===== src/sv/twwbc_ram.sv =====
// Generic simple dual-port RAM with one write port and one registered read port.
// Used for the backing memory, the tag rows and the line words of each way.
// No dependencies.
`default_nettype none

module twwbc_ram #(
    parameter int WIDTH = 32,
    parameter int DEPTH = 16,
    localparam int AW = (DEPTH > 1) ? $clog2(DEPTH) : 1
) (
    input  wire logic             clk,
    input  wire logic             wr_en,
    input  wire logic [AW-1:0]    wr_addr,
    input  wire logic [WIDTH-1:0] wr_data,
    input  wire logic             rd_en,
    input  wire logic [AW-1:0]    rd_addr,
    output logic      [WIDTH-1:0] rd_data
);

    logic [WIDTH-1:0] mem [DEPTH];
    logic [WIDTH-1:0] rd_data_reg;

    always_ff @(posedge clk) begin
        if (wr_en) begin
            mem[wr_addr] <= wr_data;
        end
        if (rd_en) begin
            rd_data_reg <= mem[rd_addr];
        end
    end

    assign rd_data = rd_data_reg;

endmodule

`default_nettype wire


===== config.mk =====
export PLATFORM = sky130hd
export DESIGN_NAME = twwbc_ram
export DESIGN_NICKNAME = d
export VERILOG_FILES = /design/src/sv/twwbc_ram.sv
export SDC_FILE = /design/constraint.sdc
export NUM_CORES = 1
export LEC_CHECK = 0
export ABC_AREA = 1
export BUFFER_PORTS_ARGS = -buffer_cell sky130_fd_sc_hd__buf_2
export CORE_AREA = 2 2 196 198
export DETAILED_ROUTE_END_ITERATION = 10
export DIE_AREA = 0 0 198 200
export PLACE_DENSITY = 0.76
export SLEW_MARGIN = 40
export SYNTH_ARGS = -nofsm -noshare
export SYNTH_HDL_FRONTEND = slang
export SYNTH_SLANG_ARGS = --single-unit

===== constraint.sdc =====
create_clock -name clk -period 3.4 [get_ports clk]
set_input_delay 0.68 -clock clk [delete_from_list [all_inputs] [get_ports clk]]
set_output_delay 0.68 -clock clk [all_outputs]
set_load 0.01 [all_outputs]

After elaboration in Yosys (flattened, before gate mapping)
Memory sizes are Yosys's and may differ from the RTL's. A register that Yosys moved wholly into a read port is not among the register bits. Index checks and enable logic that the tools add are counted.

Register bits after elaboration: 0. Bits in writable memories: 512. Logic and storage cells: 3. Memories: 1.

Multiplexer cells: 2.

Memory list: mem (depth 16, bits a word 32, rd ports 1, clocked after memory_dff 1, wr ports 1, line 20) `logic [WIDTH-1:0] mem [DEPTH];`.

Operator list (number): 1-bit 2-to-1 mux (2).

Logic depth before layout (Yosys ltp)
Gate-level depths: netlist (run 1).

Word-level depth: 2. Depth in mapped cells: 10. Depth with buffers taken out: 7.

Least setup slack after synthesis (run 1)
OpenSTA, ideal clock, no wires.

Path kind: input to register. Start: in wr_addr[2]. End: mem mem[10][0] (enable). Library setup time: 0.421 ns. Data arrival time: 2.252 ns. Setup slack: 0.727 ns. Stages: 2. Buffers on the path: 0. Cells stage by stage: nand3b_1 -> nor2_1.

RTL lines: from (decl) (line 13) `input wire logic [AW-1:0] wr_addr,`; to (decl) (line 20).

No word-level cell before the write port.

Worst setup path after layout (run 1)
Start: reg rd_data_reg[15], in the netlist rd_data[15] (read register of mem). End: out rd_data[15].

RTL lines: from (decl) (line 21) `logic [WIDTH-1:0] rd_data_reg;`; to (decl) (line 17) `output logic [WIDTH-1:0] rd_data`.

No word-level cell between the ends.

==> results of run 1 <==
==> worst min-delay path by stage <==
stage / from / endpoint / slack (ps) / cells after the start
final: wr_data[2] / mem[12][2]$_DFFE_PP_ / 490 / 1
after detailed placement: mem[11][3]$_DFFE_PP_ / rd_data[3]$_DFFE_PP_ / 720 / 6
after global routing: wr_data[20] / mem[7][20]$_DFFE_PP_ / 480 / 1
after global placement: mem[10][23]$_DFFE_PP_ / rd_data[23]$_DFFE_PP_ / 710 / 6
after floorplan: mem[10][0]$_DFFE_PP_ / rd_data[0]$_DFFE_PP_ / 680 / 6
after CTS: wr_data[2] / mem[12][2]$_DFFE_PP_ / 470 / 1
==> power groups by stage <==
stage | Clock [mW] | Sequential, mW | Combinational [mW]
detailed placement | 0 | 7.74 | 0.856
finish | 5.68 | 7.59 | 0.870
global placement | 0 | 7.73 | 0.831
floorplan | 0 | 7.75 | 0.512
CTS | 5.71 | 7.60 | 0.866
global route | 6.01 | 7.60 | 0.960
==> layer usage <==
layer	global-route usage [%]	up-vias	share of wire, %
met5	0	-	0.049
met4	9.52	4	2.6
met3	4.74	116	9.1
met2	45.0	758	49
met1	37.8	7141	40
li1	-	6994	-
==> through the flow <==
| step | setup WS [ps] | hold WS, ps | utilization, % |
|---|---|---|---|
| 2_1_floorplan | 727 | 683 | - |
| 3_3_place_gp | 954 | 707 | 64.0 |
| 3_5_place_dp | 953 | 722 | 64.0 |
| 4_1_cts | 1440 | 475 | 68.5 |
| 5_1_grt | 1430 | 478 | 68.5 |
| 6_report | 1470 | 492 | 68.5 |
==> synthesized netlist by cell type <==
cell	n
inv_2	1
buf_1	14
nand3b_1	2
nand3_1	385
inv_1	388
buf_4	6
edfxtp_1	544
buf_6	29
nand2_1	677
clkbuf_1	14
inv_4	1
buf_12	1
nor2_1	17
buf_2	41
==> worst register-to-register path: stages (launching register included) <==
cell,delay [ps]
edfxtp_1,360
inv_1,60
nand2_1,50
nand3_1,150
nand3_1,120
nand3_1,140
nand2_1,120
==> layout make-up <==
| cell class | instances | area [um2] | share of cell area, % |
|---|---|---|---|
| multi-input cells | 1081 | 4670 | 18.2 |
| inverters | 390 | 1470 | 5.74 |
| clock buffers | 64 | 1410 | 5.51 |
| diodes | 1 | 2.50 | 0.00977 |
| clock inverters | 32 | 269 | 1.05 |
| well taps | 511 | 639 | 2.50 |
| flip-flops and latches | 544 | 16300 | 63.8 |
| repair buffers | 110 | 818 | 3.19 |
==> logic make-up (layout without fill, tap and decap cells) <==
| kind of cell | count (synthesis) | count (layout) |
|---|---|---|
| other | 0 | 1 |
| flip-flops | 544 | 544 |
| AND/OR/NAND/NOR | 1081 | 1081 |
| buffers and inverters | 495 | 596 |
==> results.json, run 1 <==
{
  "ff2ff_setup_slack_ps": 2140,
  "pwr_density_cell_nw_per_um2": 552,
  "cts.reportedPaths.clkPinSlew_ps": 60,
  "cp.arrival_ps": 1250,
  "p_int_mw": 11.1,
  "critPathBufInv": 1,
  "synth_area_leaders": "edfxtp_1, nand2_1, nand3_1, inv_1, buf_6",
  "power_mw": 14.1,
  "grt_setup_unrepaired": "no",
  "fmax_mhz": 518,
  "coreArea_um2": 37400,
  "switching_share_pct": 21.5,
  "fin_skew_ps": 11.0,
  "die-area_um2": 39600,
  "max_slew_margin_pct": 40.8,
  "cts.path.max_buffers": 3,
  "instances_no_fill": 2733,
  "grt_max_degree": 153,
  "fillers": 2615,
  "antenna_found_initial": 3,
  "switching_power_mw": 3.04,
  "synth_mux_area_share_pct": 0,
  "drc": 0,
  "worstPathCellList": "buf_2",
  "finalHoldViolations": 0,
  "synth.largest_area_cell": "edfxtp_1",
  "status": "finished clean",
  "max_slew.worst_pin.slew_ps": 886,
  "synth_top_family_by_area": "simple AND/OR/NAND/NOR gates",
  "cp-startpoint": "rd_data[15]$_DFFE_PP_",
  "drv_cap": 0,
  "end_kind": "output port",
  "cp-endpoint": "rd_data[15]",
  "start_kind": "flip-flop",
  "routed_wl_mm": 53.1,
  "nNetsFinal": 2223,
  "final_cell_mix": "nand2_1, edfxtp_1, inv_1",
  "clkLatencyLatePin_ps": 570,
  "vdd_drop_max_v": 0.000539,
  "cts_hold_buf": 0,
  "cts_setup_buffers": 0,
  "syn-num-nets": 2163,
  "fp.dieH_um": 200,
  "initial_utilization_pct": 61.6,
  "fin_crit_sh_pct": 56.8,
  "power_leakage_nw": 10.9,
  "cts_tree": "yes",
  "grt_pass1_vias": 14800,
  "chipWidth_um": 198,
  "synth_top_area_share_pct": 70.9,
  "hold_path_class": "input port to flip-flop",
  "cp_slowest_cell": "edfxtp_1",
  "ys_types": 14,
  "synth.ff_latch_count": 544,
  "fin_crit_ps": 1930,
  "finalInstanceArea_um2": 25600,
  "portBuffers": 74,
  "drive_above_1_share_pct": 8.91,
  "synth_compound_area_share_pct": 0,
  "p_clk_share_pct": 40.1,
  "io_pins": 75,
  "gp_congestion": 0.756,
  "via_per_inst": 5.49,
  "synth_area_um2": 23100,
  "grt_pass1_wl_mm": 81.6,
  "mostFrequentLayoutCell": "nand2_1",
  "placementRows": 71,
  "r2r-start": "mem[13][26]$_DFFE_PP_",
  "hpwl_mm": 26.4,
  "reg2reg_depth": 6,
  "reg2reg_to": "rd_data[26]$_DFFE_PP_",
  "cts_buffers": 53,
  "path_delay_family": "flip-flops",
  "yosysWarnings": 0,
  "synth_simple_gate_area_share_pct": 19.7,
  "cts_resized": 0,
  "cp_num_cells": 1,
  "p_seq_share_pct": 53.7,
  "critPathKind": "flip-flop to output port",
  "placed_area_um2": 23900,
  "gr-total-overflow": 0,
  "cp.required_ps": 2720,
  "htreeDepth": 2,
  "netlist_instances": 2120,
  "num_vias": 15000,
  "avgRoutedWirePerCell_um": 19.4,
  "gr-usage-all-layers_pct": 27.5,
  "slew_violations": 0,
  "synthAdderAreaFrac_pct": 0,
  "area_delta_synth_final_pct": 11.1,
  "setup_viol": 0,
  "power_frac_comb_pct": 6.2,
  "firstDrtPassIters": 5,
  "largest_register_ffs": 512,
  "worstPathMaxFanout": 1,
  "finalSetupTns_ps": 0,
  "synth_xor_area_share_pct": 0,
  "dp.cells": 2636,
  "cts.sinks": 544,
  "yosysSeqAreaShare_pct": 70.9,
  "drtAntennaViolNets": 0,
  "root_buffer": "clkbuf_16",
  "syn_avg_cell_area_um2": 10.9,
  "slowest_delay_ps": 500,
  "dr.first_iter.drc_count": 1637
}
(Power assumes the default switching activity.)
==> run 2: changes to the inputs <==
Clock period 3.4 ns to 1.9 ns, I/O delays scaled along.
==> results.json, run 2 (synthesis gave the netlist of run 1 again) <==
{
  "pwr_density_cell_nw_per_um2": 961,
  "placementRows": 71,
  "switching_share_pct": 21.9,
  "final_cell_mix": "nand2_1, edfxtp_1, inv_1",
  "via_per_inst": 5.50,
  "end_kind": "output port",
  "cts_tree": "yes",
  "firstDrtPassIters": 5,
  "cts_buffers": 53,
  "power_mw": 25.0,
  "switching_power_mw": 5.49,
  "cp.arrival_ps": 1210,
  "cts.sinks": 544,
  "instances_no_fill": 2762,
  "p_int_mw": 19.5,
  "cp.required_ps": 1520,
  "finalHoldViolations": 0,
  "grt_pass1_vias": 14900,
  "gr-total-overflow": 0,
  "fp.dieH_um": 200,
  "critPathKind": "flip-flop to output port",
  "slowest_delay_ps": 450,
  "max_slew_margin_pct": 67.6,
  "multi_input_area_um2": 4670,
  "worstPathCellList": "buf_2",
  "grt_max_degree": 95,
  "vdd_drop_max_v": 0.000775,
  "coreArea_um2": 37400,
  "root_buffer": "clkbuf_16",
  "cts_resized": 0,
  "clkLatencyLatePin_ps": 580,
  "fillers": 2528,
  "dp.cells": 2664,
  "num_vias": 15200,
  "gp_congestion": 0.810,
  "cp_slowest_cell": "edfxtp_1",
  "drive_above_1_share_pct": 10.0,
  "chipWidth_um": 198,
  "regArea_um2": 16300,
  "area_delta_synth_final_pct": 13.0,
  "p_clk_share_pct": 39.2,
  "power_frac_comb_pct": 6.5,
  "nNetsFinal": 2251,
  "mostFrequentLayoutCell": "nand2_1",
  "path_delay_family": "flip-flops",
  "grt_pass1_wl_mm": 82.8,
  "max_slew.worst_pin.slew_ps": 484,
  "drv_cap": 0,
  "cts.path.max_buffers": 3,
  "fin_skew_ps": 14.7,
  "start_kind": "flip-flop",
  "drc": 0,
  "p_seq_share_pct": 54.3,
  "critPathBufInv": 1,
  "htreeDepth": 2,
  "antenna_found_initial": 0,
  "cts_hold_buf": 0,
  "grt_setup_unrepaired": "no",
  "worstPathMaxFanout": 1,
  "power_leakage_nw": 11.0,
  "io_pins": 75,
  "gr-usage-all-layers_pct": 27.8,
  "portBuffers": 74,
  "setup_viol": 0,
  "fmax_mhz": 630,
  "die-area_um2": 39600,
  "dr.first_iter.drc_count": 1676,
  "drtAntennaViolNets": 0,
  "fin_crit_ps": 1590,
  "hold_path_class": "input port to flip-flop",
  "status": "finished clean",
  "avgRoutedWirePerCell_um": 19.3,
  "cts.reportedPaths.clkPinSlew_ps": 60,
  "hpwl_mm": 29.0,
  "fin_crit_sh_pct": 83.5,
  "slew_violations": 0,
  "routed_wl_mm": 53.2,
  "largest_register_ffs": 512,
  "initial_utilization_pct": 61.6,
  "cts_setup_buffers": 0
}
==> run 2: final cells by class <==
| class | instances | area share, % |
|---|---|---|
| Antenna cell | 1 | 0.00961 |
| Clock buffer | 67 | 5.46 |
| Clock inverter | 30 | 0.730 |
| Inverter | 390 | 5.65 |
| Multi-Input combinational cell | 1081 | 17.9 |
| Sequential cell | 544 | 62.7 |
| Tap cell | 511 | 2.45 |
| Timing Repair Buffer | 138 | 5.08 |
==> run 2: metal layers <==
metal  track usage [%]  wire length (um)  up-vias
li1                  -                 -     7048
met1              37.9             21400     7267
met2              45.7             25100      783
met3              4.82              5290       99
met4              10.0              1300        0
met5                 0                 0        -
==> run 2: path summary, 6_finish.rpt <==
kind,slack (ps),from,to,cells past startpoint
worst max register to register,770,mem[5][19]$_DFFE_PP_,rd_data[19]$_DFFE_PP_,6
worst min register to register,730,mem[14][28]$_DFFE_PP_,rd_data[28]$_DFFE_PP_,6
worst min-delay path,170,wr_data[1],mem[0][1]$_DFFE_PP_,1
worst max-delay path,310,rd_data[13]$_DFFE_PP_,rd_data[13],1
==> run 2: through the flow <==
stage	area [um2]	setup TNS (ps)	hold WS (ps)	utilization [%]	worst slack, ps
after global routing	26000	0	179	69.6	268
after global placement	24400	0	704	65.3	207
after floorplan	23100	-151150	479	-	-473
after CTS	26000	0	159	69.6	294
final	26100	0	172	69.7	313
after detailed placement	24400	0	713	65.3	165
==> run 2: power groups by stage <==
stage | clock (mW) | sequential, mW | combinational (mW)
floorplan | 0 | 13.9 | 0.918
global placement | 0 | 13.8 | 1.56
detailed placement | 0 | 13.8 | 1.61
CTS | 9.89 | 13.6 | 1.63
global route | 10.3 | 13.6 | 1.80
finish | 9.81 | 13.6 | 1.64
